===== config.mk =====
export PLATFORM = sky130hd
export DESIGN_NAME = stream_find_replace
export DESIGN_NICKNAME = d
export VERILOG_FILES = /design/src/rtl/sfr_pkg.sv /design/src/rtl/sfr_front.sv /design/src/rtl/sfr_job_fifo.sv /design/src/rtl/sfr_back.sv /design/src/rtl/stream_find_replace.sv
export VERILOG_INCLUDE_DIRS = /design/src /design/src/rtl
export SDC_FILE = /design/constraint.sdc
export NUM_CORES = 1
export LEC_CHECK = 0
export CORE_AREA = 10 10 279 281
export DETAILED_ROUTE_END_ITERATION = 12
export DIE_AREA = 0 0 289 291
export DONT_BUFFER_PORTS = 1
export GPL_TIMING_DRIVEN = 0
export PLACE_DENSITY = 0.54
export SYNTH_ARGS = -nofsm -noshare
export SYNTH_HDL_FRONTEND = slang
export SYNTH_SLANG_ARGS = --single-unit

===== constraint.sdc =====
create_clock -name clk_i -period 18.8 [get_ports clk_i]
set_clock_uncertainty 0.15 [all_clocks]
set_input_delay 1.88 -clock clk_i [delete_from_list [all_inputs] [get_ports clk_i]]
set_output_delay 1.88 -clock clk_i [all_outputs]
set_load 0.01 [all_outputs]

===== src/rtl/stream_find_replace_assert.svh =====
// Assertion macros shared by the stream find/replace RTL.
// Expects clk_i and rst_ni in the scope where a macro is used.
`ifndef STREAM_FIND_REPLACE_ASSERT_SVH
`define STREAM_FIND_REPLACE_ASSERT_SVH

// Property checked on every rising clock edge outside reset.
`define SFR_ASSERT(label, prop, msg) \
  label: assert property (@(posedge clk_i) disable iff (!rst_ni) (prop)) else $error(msg);

// Implication in the same cycle, checked outside reset.
`define SFR_ASSERT_IMPLY(label, cond, expr, msg) \
  label: assert property (@(posedge clk_i) disable iff (!rst_ni) (cond) |-> (expr)) \
    else $error(msg);

`endif


===== src/rtl/sfr_pkg.sv =====
// Package for the stream find/replace block: sizes, register codes, job types.
// No dependencies.
`timescale 1ns / 1ps

package sfr_pkg;

  localparam int unsigned MaxPattern     = 8;
  localparam int unsigned MaxReplacement = 8;
  localparam int unsigned PatLimit       = (MaxPattern < 8) ? MaxPattern : 8;
  localparam int unsigned RepLimit       = (MaxReplacement < 8) ? MaxReplacement : 8;
  localparam int unsigned WinDepth       = 8;
  localparam int unsigned ByteW          = 8;
  localparam int unsigned WordW          = WinDepth * ByteW;
  localparam int unsigned LenW           = 4;
  localparam int unsigned CntW           = $clog2(WinDepth);
  localparam int unsigned CfgIdxW        = 2;
  localparam int unsigned CfgDataW       = 64;
  localparam int unsigned JobDepth       = 2;
  localparam int unsigned JobPtrW        = $clog2(JobDepth);
  localparam int unsigned JobCntW        = $clog2(JobDepth + 1);

  typedef enum logic [CfgIdxW-1:0] {
    RegPatBytes = 2'd0,
    RegPatLen   = 2'd1,
    RegRepBytes = 2'd2,
    RegRepLen   = 2'd3
  } sfr_reg_e;

  // One burst of result bytes caused by a single input byte.
  typedef struct packed {
    logic [WordW-1:0] bytes;  // first result byte in bits 7..0
    logic [CntW-1:0]  nm1;    // number of bytes minus one
    logic             last;   // burst ends the text
  } sfr_job_t;

  typedef struct packed {
    logic full;
    logic empty;
  } sfr_q_status_t;

  // Zero reads as one, anything above the limit reads as the limit.
  function automatic logic [LenW-1:0] clamp_len(input logic [LenW-1:0] v,
                                                input logic [LenW-1:0] lim);
    logic [LenW-1:0] r;
    r = v;
    if (v == '0) begin
      r = LenW'(1);
    end else if (v > lim) begin
      r = lim;
    end
    return r;
  endfunction

endpackage


===== src/rtl/sfr_front.sv =====
// Front part: configuration registers, match window and job classification.
// Depends on sfr_pkg.
`timescale 1ns / 1ps

module sfr_front import sfr_pkg::*; (
  input  logic                 clk_i,
  input  logic                 rst_ni,
  input  logic                 cfg_we_i,
  input  logic [CfgIdxW-1:0]   cfg_idx_i,
  input  logic [CfgDataW-1:0]  cfg_data_i,
  input  logic                 accept_i,
  input  logic [ByteW-1:0]     in_char_i,
  input  logic                 in_last_i,
  output logic                 job_push_o,
  output sfr_job_t             job_o
);

  logic [WordW-1:0] pat_bytes_q;
  logic [LenW-1:0]  pat_len_q;
  logic [WordW-1:0] rep_bytes_q;
  logic [LenW-1:0]  rep_len_q;

  logic [WordW-1:0] win_q, win_d;
  logic [CntW-1:0]  cnt_q, cnt_d;

  logic [WordW-1:0] win_push;
  logic [LenW-1:0]  cnt_push;
  logic [LenW-1:0]  plen, rlen;
  logic [WinDepth-1:0] byte_ok;
  logic             match;
  logic [LenW-1:0]  n_emit;
  logic [LenW-1:0]  n_keep;

  always_ff @(posedge clk_i or negedge rst_ni) begin
    if (!rst_ni) begin
      pat_bytes_q <= '0;
      pat_len_q   <= LenW'(1);
      rep_bytes_q <= '0;
      rep_len_q   <= LenW'(1);
    end else if (cfg_we_i) begin
      unique case (sfr_reg_e'(cfg_idx_i))
        RegPatBytes: pat_bytes_q <= cfg_data_i[WordW-1:0];
        RegPatLen:   pat_len_q   <= cfg_data_i[LenW-1:0];
        RegRepBytes: rep_bytes_q <= cfg_data_i[WordW-1:0];
        RegRepLen:   rep_len_q   <= cfg_data_i[LenW-1:0];
      endcase
    end
  end

  always_comb begin
    plen = clamp_len(pat_len_q, LenW'(PatLimit));
    rlen = clamp_len(rep_len_q, LenW'(RepLimit));

    // Place the new byte behind the pending ones.
    for (int i = 0; i < WinDepth; i++) begin
      win_push[i*ByteW +: ByteW] = (CntW'(i) == cnt_q) ? in_char_i
                                                       : win_q[i*ByteW +: ByteW];
    end
    cnt_push = LenW'(cnt_q) + LenW'(1);

    for (int i = 0; i < WinDepth; i++) begin
      byte_ok[i] = (LenW'(i) >= plen) ||
                   (win_push[i*ByteW +: ByteW] == pat_bytes_q[i*ByteW +: ByteW]);
    end
    match = (cnt_push == plen) && (&byte_ok);

    // Number of oldest window bytes to drop out.
    if (cnt_push > plen) begin
      n_emit = cnt_push - plen + LenW'(1);
    end else if (cnt_push == plen && !match) begin
      n_emit = LenW'(1);
    end else begin
      n_emit = '0;
    end
    if (in_last_i && !match) begin
      n_emit = cnt_push;
    end
    n_keep = match ? '0 : (cnt_push - n_emit);

    win_d = win_push >> {n_emit, 3'b000};
    cnt_d = n_keep[CntW-1:0];

    job_o.bytes = match ? rep_bytes_q : win_push;
    job_o.nm1   = match ? CntW'(rlen - LenW'(1)) : CntW'(n_emit - LenW'(1));
    job_o.last  = in_last_i;
    job_push_o  = accept_i && (match || (n_emit != '0));
  end

  always_ff @(posedge clk_i or negedge rst_ni) begin
    if (!rst_ni) begin
      cnt_q <= '0;
    end else if (accept_i) begin
      cnt_q <= cnt_d;
    end
  end

  // Bytes past the fill count are never compared, so they hold no reset.
  always_ff @(posedge clk_i) begin
    if (accept_i) begin
      win_q <= win_d;
    end
  end

endmodule


===== src/rtl/sfr_job_fifo.sv =====
// Short job queue between the front and back parts.
// Depends on sfr_pkg.
`timescale 1ns / 1ps

module sfr_job_fifo import sfr_pkg::*; (
  input  logic          clk_i,
  input  logic          rst_ni,
  input  logic          push_i,
  input  sfr_job_t      data_i,
  input  logic          pop_i,
  output sfr_job_t      data_o,
  output sfr_q_status_t status_o
);

  sfr_job_t             mem_q [JobDepth];
  logic [JobPtrW-1:0]   wr_ptr_q, rd_ptr_q;
  logic [JobCntW-1:0]   count_q, count_d;

  always_comb begin
    count_d = count_q;
    if (push_i && !pop_i) begin
      count_d = count_q + JobCntW'(1);
    end else if (pop_i && !push_i) begin
      count_d = count_q - JobCntW'(1);
    end
  end

  always_ff @(posedge clk_i or negedge rst_ni) begin
    if (!rst_ni) begin
      wr_ptr_q <= '0;
      rd_ptr_q <= '0;
      count_q  <= '0;
    end else begin
      if (push_i) begin
        wr_ptr_q <= (wr_ptr_q == JobPtrW'(JobDepth - 1)) ? '0 : wr_ptr_q + JobPtrW'(1);
      end
      if (pop_i) begin
        rd_ptr_q <= (rd_ptr_q == JobPtrW'(JobDepth - 1)) ? '0 : rd_ptr_q + JobPtrW'(1);
      end
      count_q <= count_d;
    end
  end

  always_ff @(posedge clk_i) begin
    if (push_i) begin
      mem_q[wr_ptr_q] <= data_i;
    end
  end

  assign data_o         = mem_q[rd_ptr_q];
  assign status_o.full  = (count_q == JobCntW'(JobDepth));
  assign status_o.empty = (count_q == '0);

endmodule


===== src/rtl/sfr_back.sv =====
// Back part: unrolls one job at a time into single result bytes.
// Depends on sfr_pkg.
`timescale 1ns / 1ps

module sfr_back import sfr_pkg::*; (
  input  logic           clk_i,
  input  logic           rst_ni,
  input  sfr_job_t       job_i,
  input  sfr_q_status_t  q_status_i,
  output logic           job_pop_o,
  output logic           empty_o,
  input  logic           pop_i,
  output logic [ByteW-1:0] out_char_o,
  output logic           run_last_o,
  output logic           text_end_o
);

  sfr_job_t        cur_q, cur_d;
  logic            cur_valid_q, cur_valid_d;
  logic [CntW-1:0] idx_q, idx_d;
  logic            last_byte, take, load;

  always_comb begin
    last_byte = (idx_q == cur_q.nm1);
    take      = cur_valid_q && pop_i;
    load      = !cur_valid_q || (take && last_byte);
    job_pop_o = load && !q_status_i.empty;

    cur_d       = cur_q;
    cur_valid_d = cur_valid_q;
    idx_d       = idx_q;
    if (load) begin
      cur_d       = job_i;
      cur_valid_d = !q_status_i.empty;
      idx_d       = '0;
    end else if (take) begin
      idx_d = idx_q + CntW'(1);
    end
  end

  always_ff @(posedge clk_i or negedge rst_ni) begin
    if (!rst_ni) begin
      cur_valid_q <= 1'b0;
      idx_q       <= '0;
    end else begin
      cur_valid_q <= cur_valid_d;
      idx_q       <= idx_d;
    end
  end

  always_ff @(posedge clk_i) begin
    cur_q <= cur_d;
  end

  assign empty_o    = !cur_valid_q;
  assign out_char_o = cur_q.bytes[{idx_q, 3'b000} +: ByteW];
  assign run_last_o = last_byte;
  assign text_end_o = last_byte && cur_q.last;

endmodule


===== src/rtl/stream_find_replace.sv =====
// Top level of the stream find/replace block.
// Depends on sfr_pkg, sfr_front, sfr_job_fifo, sfr_back and the assertion header.
`timescale 1ns / 1ps
`include "stream_find_replace_assert.svh"

// Usage:
// - Input side looks like a queue: drive in_char_i/in_last_i with push high;
//   a byte transfers on a clock edge where push is high and full is low.
// - Result side looks like a queue: while empty is low, out_char_o, run_last_o
//   and text_end_o show the oldest result; it transfers when pop is high.
// - Configure pattern and replacement through cfg_we_i/cfg_idx_i/cfg_data_i
//   only while no text is in flight; writes take effect at the next edge.
// - Each accepted byte yields zero to eight result bytes. The first result of
//   a byte passes through the job queue and then the back part's current-job
//   register before it shows on out_char_o.
// - Throughput: one input byte per cycle while full is low; the back part drains
//   one result byte per cycle while pop is high, so a replacement burst of N
//   bytes holds the input off once the two-entry job queue has filled.
// - When the receiver stalls, the current result holds and the job queue
//   fills; full then rises and the sender waits.
// - Reset clears the match window, empties the queue, sets both lengths to
//   one and both byte registers to zero.
module stream_find_replace import sfr_pkg::*; (
  input  logic                clk_i,
  input  logic                rst_ni,
  input  logic                cfg_we_i,
  input  logic [CfgIdxW-1:0]  cfg_idx_i,
  input  logic [CfgDataW-1:0] cfg_data_i,
  input  logic                push,
  output logic                full,
  input  logic [ByteW-1:0]    in_char_i,
  input  logic                in_last_i,
  output logic                empty,
  input  logic                pop,
  output logic [ByteW-1:0]    out_char_o,
  output logic                run_last_o,
  output logic                text_end_o
);

  logic          accept;
  logic          jq_push, jq_pop;
  sfr_job_t      jq_wdata, jq_rdata;
  sfr_q_status_t jq_status;

  // Transfer an input byte only when the job queue has room.
  assign full   = jq_status.full;
  assign accept = push && !jq_status.full;

  sfr_front u_front (
    .clk_i      (clk_i),
    .rst_ni     (rst_ni),
    .cfg_we_i   (cfg_we_i),
    .cfg_idx_i  (cfg_idx_i),
    .cfg_data_i (cfg_data_i),
    .accept_i   (accept),
    .in_char_i  (in_char_i),
    .in_last_i  (in_last_i),
    .job_push_o (jq_push),
    .job_o      (jq_wdata)
  );

  sfr_job_fifo u_job_fifo (
    .clk_i    (clk_i),
    .rst_ni   (rst_ni),
    .push_i   (jq_push),
    .data_i   (jq_wdata),
    .pop_i    (jq_pop),
    .data_o   (jq_rdata),
    .status_o (jq_status)
  );

  sfr_back u_back (
    .clk_i      (clk_i),
    .rst_ni     (rst_ni),
    .job_i      (jq_rdata),
    .q_status_i (jq_status),
    .job_pop_o  (jq_pop),
    .empty_o    (empty),
    .pop_i      (pop),
    .out_char_o (out_char_o),
    .run_last_o (run_last_o),
    .text_end_o (text_end_o)
  );

  `SFR_ASSERT_IMPLY(a_no_overflow, jq_push, !jq_status.full, "job pushed into full queue")
  `SFR_ASSERT_IMPLY(a_no_underflow, jq_pop, !jq_status.empty, "job popped from empty queue")
  `SFR_ASSERT_IMPLY(a_last_emits, accept && in_last_i, jq_push, "last byte produced no job")
  `SFR_ASSERT(a_stall_holds, (!empty && !pop) |=> !empty, "stalled result vanished")

endmodule

# Word-level counts from Yosys, hierarchy flattened
# Memories as Yosys holds them, arrays and structs flattened. A register that Yosys moved wholly into a read port is not among the register bits.
# Cells that the tools add are included.
# W data, S select, Z words.
# op_classes
add_sub_neg	11
n_lt_le_gt_ge	11
n_eq_ne	21
shifts	2
mux	26
n_reduce_logical	40
# ops
cell	n
$eq A8 B8 Y1	8
$mux W64	1
$mux W8	8
$shiftx A64 B7 Y8	1
$shr A64 B7 Y64	1
$mux W3	6
$ge A3 B4 Y1 const A	4
$mux W4	4
$eq A3 B3 Y1 const A	4
$logic_and A1 B1 Y1	11
$logic_or A1 B1 Y1	10
$ge A1 B4 Y1 const A	2
$ge A2 B4 Y1 const A	2
$gt A4 B4 Y1 const B	2
$logic_not A4 Y1	2
$reduce_and A2 Y1	4
$reduce_and A8 Y1	1
$eq A2 B2 Y1 const B	3
$eq A2 B3 Y1 const A	2
$logic_not A1 Y1	6
$sub A3 B1 Y3 const B	2
$mux W1	5
$add A3 B1 Y4 const B	1
$add A4 B1 Y4 const B	1
16 further kinds	20
# word_totals
reg_bits	211
ramBits	136
output_inout_bits	12
elab_cells	123
n_memories	1
# memory_table
memory	words	width	read_ports	rd_ports_with_merged_regs	wr	line_no	text
u_job_fifo.mem_q	2	68	1	1	1	sfr_job_fifo.sv:15	sfr_job_t mem_q [JobDepth];

# Logic depth before layout (Yosys ltp)
# depth
word_depth	19
mapped_depth	20
depth_no_buf	17

# Hierarchy
# A second synthesis with hierarchy kept.
# unflattened
hier_cells	1716
hier_area_um2	21310.4
# modules_own_cells
mod	instances	cells_per_inst	area_each_um2
sfr_front	1	1359	13292.7
sfr_job_fifo	1	228	5136.2
sfr_back	1	128	2867.8
stream_find_replace	1	1	13.8

# Least setup slack after synthesis
# OpenSTA, ideal clock, no wires.
# synth_path
path_kind	input port to flip-flop
startpoint	input in_char_i[2]
endpoint	memory u_job_fifo.mem_q[0][0] in the netlist's numbering, enable pin
t_arrival_ns	7.165
required_time_ns	18.147
path_slack_ns	10.982
cell_stages	10
path_buffers	2
cell_sequence	buf_1 -> xor2_1 -> nor4_1 -> nand3_1 -> a222oi_1 -> o22ai_1 -> or4_4 -> buf_6 -> a21oi_1 -> nor2b_1
# synth_between
elab_chain_cells	15
elab_cells_between_ends	37
classes_between	8 x eq/ne; 13 x mux; 16 x reduce/logical
# synth_rtl
element	line_no	text
start: declaration	stream_find_replace.sv:31	input logic [ByteW-1:0] in_char_i,
$mux W8	sfr_front.sv:56	win_push[i*ByteW +: ByteW] = (CntW'(i) == cnt_q) ? in_char_i
$eq A8 B8 Y1	sfr_front.sv:63	(win_push[i*ByteW +: ByteW] == pat_bytes_q[i*ByteW +: ByteW]);
$logic_or A1 B1 Y1	sfr_front.sv:62	byte_ok[i] = (LenW'(i) >= plen) ||
$reduce_and A8 Y1 *	sfr_front.sv:65	match = (cnt_push == plen) && (&byte_ok);
$logic_and A1 B1 Y1 *	sfr_front.sv:65	
$logic_not A1 Y1	sfr_front.sv:70, sfr_front.sv:75	
$logic_and A1 B1 Y1	sfr_front.sv:70	end else if (cnt_push == plen && !match) begin
$mux W1	sfr_front.sv:70	
$mux W4	sfr_front.sv:68	if (cnt_push > plen) begin
$mux W4	sfr_front.sv:75	if (in_last_i && !match) begin
$reduce_bool A4 Y1	sfr_front.sv:86	job_push_o = accept_i && (match || (n_emit != '0));
$logic_or A1 B1 Y1 *	sfr_front.sv:86	
$logic_and A1 B1 Y1 *	sfr_front.sv:86	
via jq_push	stream_find_replace.sv:41	logic jq_push, jq_pop;
$mux W1 *	sfr_job_fifo.sv:45	if (push_i) begin
$mux W1 (implied by the code) *	sfr_job_fifo.sv:46	mem_q[wr_ptr_q] <= data_i;
end: declaration	sfr_job_fifo.sv:15	
# The timed path passes the listed nets; every way through them passes the cells marked *.

# Worst setup path after layout
# layout_path
startpoint	input in_char_i[3]
endpoint	register u_front.win_q[13] (data pin)
# layout_between
elab_chain_cells	11
elab_cells_between_ends	33
classes_between	8 x eq/ne; 1 x shift; 11 x mux; 13 x reduce/logical
# layout_rtl
element	line_no	text
$mux W8	sfr_front.sv:56	
$eq A8 B8 Y1	sfr_front.sv:63	
$logic_or A1 B1 Y1	sfr_front.sv:62	
$reduce_and A8 Y1 *	sfr_front.sv:65	
$logic_and A1 B1 Y1 *	sfr_front.sv:65	
$logic_not A1 Y1 *	sfr_front.sv:70, sfr_front.sv:75	
$logic_and A1 B1 Y1	sfr_front.sv:70	
$mux W1	sfr_front.sv:70	
$mux W4	sfr_front.sv:68	
$mux W4 *	sfr_front.sv:75	
$shr A64 B7 Y64 *	sfr_front.sv:80	win_d = win_push >> {n_emit, 3'b000};
end signal: assignment	sfr_front.sv:100	win_q <= win_d;
end: declaration	sfr_front.sv:23	logic [WordW-1:0] win_q, win_d;
# Mark *: on every way between the ends. The rest lies on a longest branch, timed or not.
# A chain may end at the register's enable or synchronous reset.

==> key figures <==
Clocking
  – CTS tree: built
  – Hold buffer count at cts: 0
  – Cell chosen for the clock root: clkbuf_16
  – Worst skew pair latency: 0.60 ns
  – H-tree depth: 2
  – Post-CTS setup buffer count: 0
  – Clock Path Buffers: 3
  – CTS sink count: 415
  – Clock input transition at the sequential cells of the worst setup and hold paths: 0.06 ns
  – CTS Buf Count: 45
  – CTS-repair resized insts: 0

Placement
  – Routability cong.: 0.988
  – Post-DP HPWL: 60100 microns
  – Dpl ws: 11.14 ns
  – Post-DP Area: 22900 sq um
  – PortBufs: 0

Setup path
  – Arr. time, crit path: 7.47 ns
  – CP startpoint kind: input port
  – Reg2Reg Depth: 15
  – Crit. End Element: flip-flop
  – Critical path cell sequence: clkbuf_1 -> xor2_1 -> nor4_1 -> nand3_1 -> a222oi_1 -> o22ai_1 -> nor3_2 -> nor2_1 -> buf_2 -> a221oi_1 -> a22oi_1 -> o211ai_1
  – Slowest stage cell, crit path: a221oi_1
  – WP data required: 19.05 ns
  – Worst path max stage delay: 1.16 ns
  – Worst-path fanout max: 10
  – Critical path type: input port to flip-flop
  – R2r setup slk: 11.79 ns

Floorplanning
  – IO Count: 92
  – Initial core utilization: 29.7%
  – Die Span Y: 291 microns
  – Std cell rows: 99
  – Core area: 72300 sq um
  – Die area: 84100 sq um
  – Die width: 289 microns

Synthesis
  – XOR/XNOR Fraction of Synth Area: 3.79%
  – Synth cell count leaders: edfxtp_1, mux2_2, dfrtp_1, mux2i_1, nor2_1
  – Largest cells by area after synthesis: edfxtp_1, dfrtp_1, mux2_2
  – Leading area contributor after synthesis: edfxtp_1
  – Net count after synthesis: 1803
  – Post-synthesis register bit count: 415
  – Main combinational cell family by area after synthesis: multiplexers
  – Sequential area share after synthesis: 54.5%
  – Cell area after synthesis: 21500 sq um
  – Yosys top cell area share: 37.4%
  – Ys flop type: edfxtp_1
  – Synth Instances: 1703
  – Post-synth ARST share: 35.4%
  – Most frequent cell after synthesis: edfxtp_1
  – Synth unique cells: 75
  – Post-synthesis mux area share: 20.4%
  – Adder-cell share of the synthesized area: 1.27%
  – Post-synth EDFFs: 268
  – Post-synthesis compound-gate area fraction: 9.96%
  – Syn Area/Cell: 12.6 sq um
  – Synth Area in Simple Gates: 7.07%
  – Ys Warns: 0

Routing
  – Top layer used by detailed routing: met5
  – Metal-1 WL: 34700 microns
  – ANT nets after route: 0
  – Met2 wire length: 36600 microns
  – Pre-Repair DR Iteration Count: 6
  – Starting DRT DRC Count: 1568
  – Routed vias: 15100
  – Post-route DRC violation count: 0
  – Drt wl/cell: 29.0 microns
  – Drt total wl: 79800 microns
  – Vias per std cell: 5.47
  – DR WL met3: 5670 microns

STA
  – Slew HR: -5.56%
  – Final setup viols: 0
  – Slack of the critical path: 11.58 ns
  – Fmax: 0.138 GHz
  – Worst-Margin Slew: 1.54 ns
  – Post-route setup TNS: 0 ns
  – Final count of hold timing violations: 0
  – Final worst path period share: 38.4%
  – Min cycle time layout: 7.22 ns
  – Final hold slack: 0.357 ns
  – RSZ-0062 raised after global routing: false
  – Max-slew violation count: 9

Cells and area
  – Nets: 1856
  – Fraction of layout cells with a size suffix above 1: 21.0%
  – Finished Cell Area: 24400 sq um
  – Layout overhead on the synthesized area: 13.5%
  – Final core occ: 33.8%

Pwr
  – Leakage power: 9.17 nW
  – VDD IR max: 0.000105 V
  – Power Dens Cells: 210 nW/um^2

GRT
  – GR Util All Layers: 18.6%
  – Largest net degree at the start of global routing: 148
  – Initial antenna violation count: 1
  – Total grt overflow: 0
  – Vias in the first global route: 15100
  – First-pass GRT wire length: 113000 microns

Min path
  – Hold Path Class: flip-flop to flip-flop
  – Cells on Worst Hold Path: 1

Flow run
  – Max Cap Viol: 2

Status
  – Outcome: finished with violations
  – Failing checks: capacitance limit, slew limit
[critical path: cells and delay by family]
kind | cells | cell delay [ns]
AO/OA/AOI/OAI | 5 | 2.94
AND/OR/NAND/NOR | 4 | 1.26
buffers and inverters | 2 | 1.19
XOR/XNOR | 1 | 0.17
[path summary, 6_finish.rpt]
path                                                     startpoint                                   to
worst max-delay path                                   in_char_i[3]      u_front.win_q[13]$_SDFFCE_PP0P_
worst min-delay path            u_front.rep_bytes_q[60]$_DFFE_PN0P_  u_front.rep_bytes_q[60]$_DFFE_PN0P_
worst max register to register         u_front.cnt_q[0]$_DFFE_PN0P_      u_front.win_q[36]$_SDFFCE_PP0P_
worst min register to register  u_front.rep_bytes_q[60]$_DFFE_PN0P_  u_front.rep_bytes_q[60]$_DFFE_PN0P_
max in group asynchronous                                    rst_ni     u_front.pat_len_q[0]$_DFFE_PN1P_
min in group asynchronous                                    rst_ni      u_job_fifo.rd_ptr_q$_DFFE_PN0P_
[routing by layer]
layer,vias to the layer above,GRT usage (%)
li1,6545,-
met1,7818,24.7
met2,566,29.3
met3,132,4.23
met4,2,6.46
met5,-,0
[flip-flops by register name, indices dropped and copies added (netlist names)]
name and count:
u_front.rep_bytes_q 64, u_front.win_q 64, u_back.idx_q 3, u_job_fifo.rd_ptr_q 1
u_front.pat_bytes_q 64, u_back.cur_q 68, u_job_fifo.count_q 2, u_front.pat_len_q 4
u_front.rep_len_q 4, u_job_fifo.mem_q 136, u_back.cur_valid_q 1, u_front.cnt_q 3
u_job_fifo.wr_ptr_q 1
[cell families (layout without fill, tap and decap cells)]
group | after synthesis | after routing
simple gates | 325 | 325
xor+xnor | 93 | 93
compound gates | 308 | 308
mux | 387 | 387
fa+ha+maj | 20 | 20
flops | 415 | 415
buf+inv | 155 | 245
other cells | 0 | 1
[cell type report]
type / count / area [sq um]
fill: 7181 / 47900
sequential: 415 / 11700
multi-input combinational: 1133 / 9180
clock buffer: 61 / 1270
tap: 959 / 1200
buffer: 115 / 495
clock inverter: 23 / 269
inverter: 40 / 153
timing repair buffer: 6 / 123
antenna: 1 / 2.50
[power breakdown]
part	internal, mW	switching, mW	total [mW]
registers	1.43	0.131	1.56
logic	0.928	1.72	2.65
clock network	0.533	0.384	0.917
[per-stage QoR]
step           std cells  power [mW]
2_1_floorplan       1703        3.22
3_3_place_gp        2662        4.14
3_5_place_dp        2667        4.17
4_1_cts             2751        5.10
5_1_grt             2752        5.37
6_report            2753        5.13
[layout by cell type, fill, tap and decap left out, types with 8 or more instances in the layout]
cell / instances
edfxtp_1: 268
mux2_2: 219
dfrtp_1: 145
mux2i_1: 136
nor2_1: 114
a21oi_1: 101
nand2_1: 89
clkbuf_1: 85
xnor2_1: 51
o22ai_1: 45
clkbuf_16: 45
xor2_1: 42
inv_1: 36
nand3_1: 27
a221oi_1: 26
nand2b_1: 21
buf_2: 18
o21ai_0: 17
ha_1: 17
mux2i_2: 16
mux4_2: 16
o221ai_1: 14
buf_1: 13
o211ai_1: 13
nor3_1: 13
clkinv_2: 10
a22oi_1: 9
nand3b_1: 9
nor4_1: 8
a221o_1: 8
a211oi_1: 8
o311ai_1: 8
clkbuf_8: 8
Power figures use the tool's default switching activity.
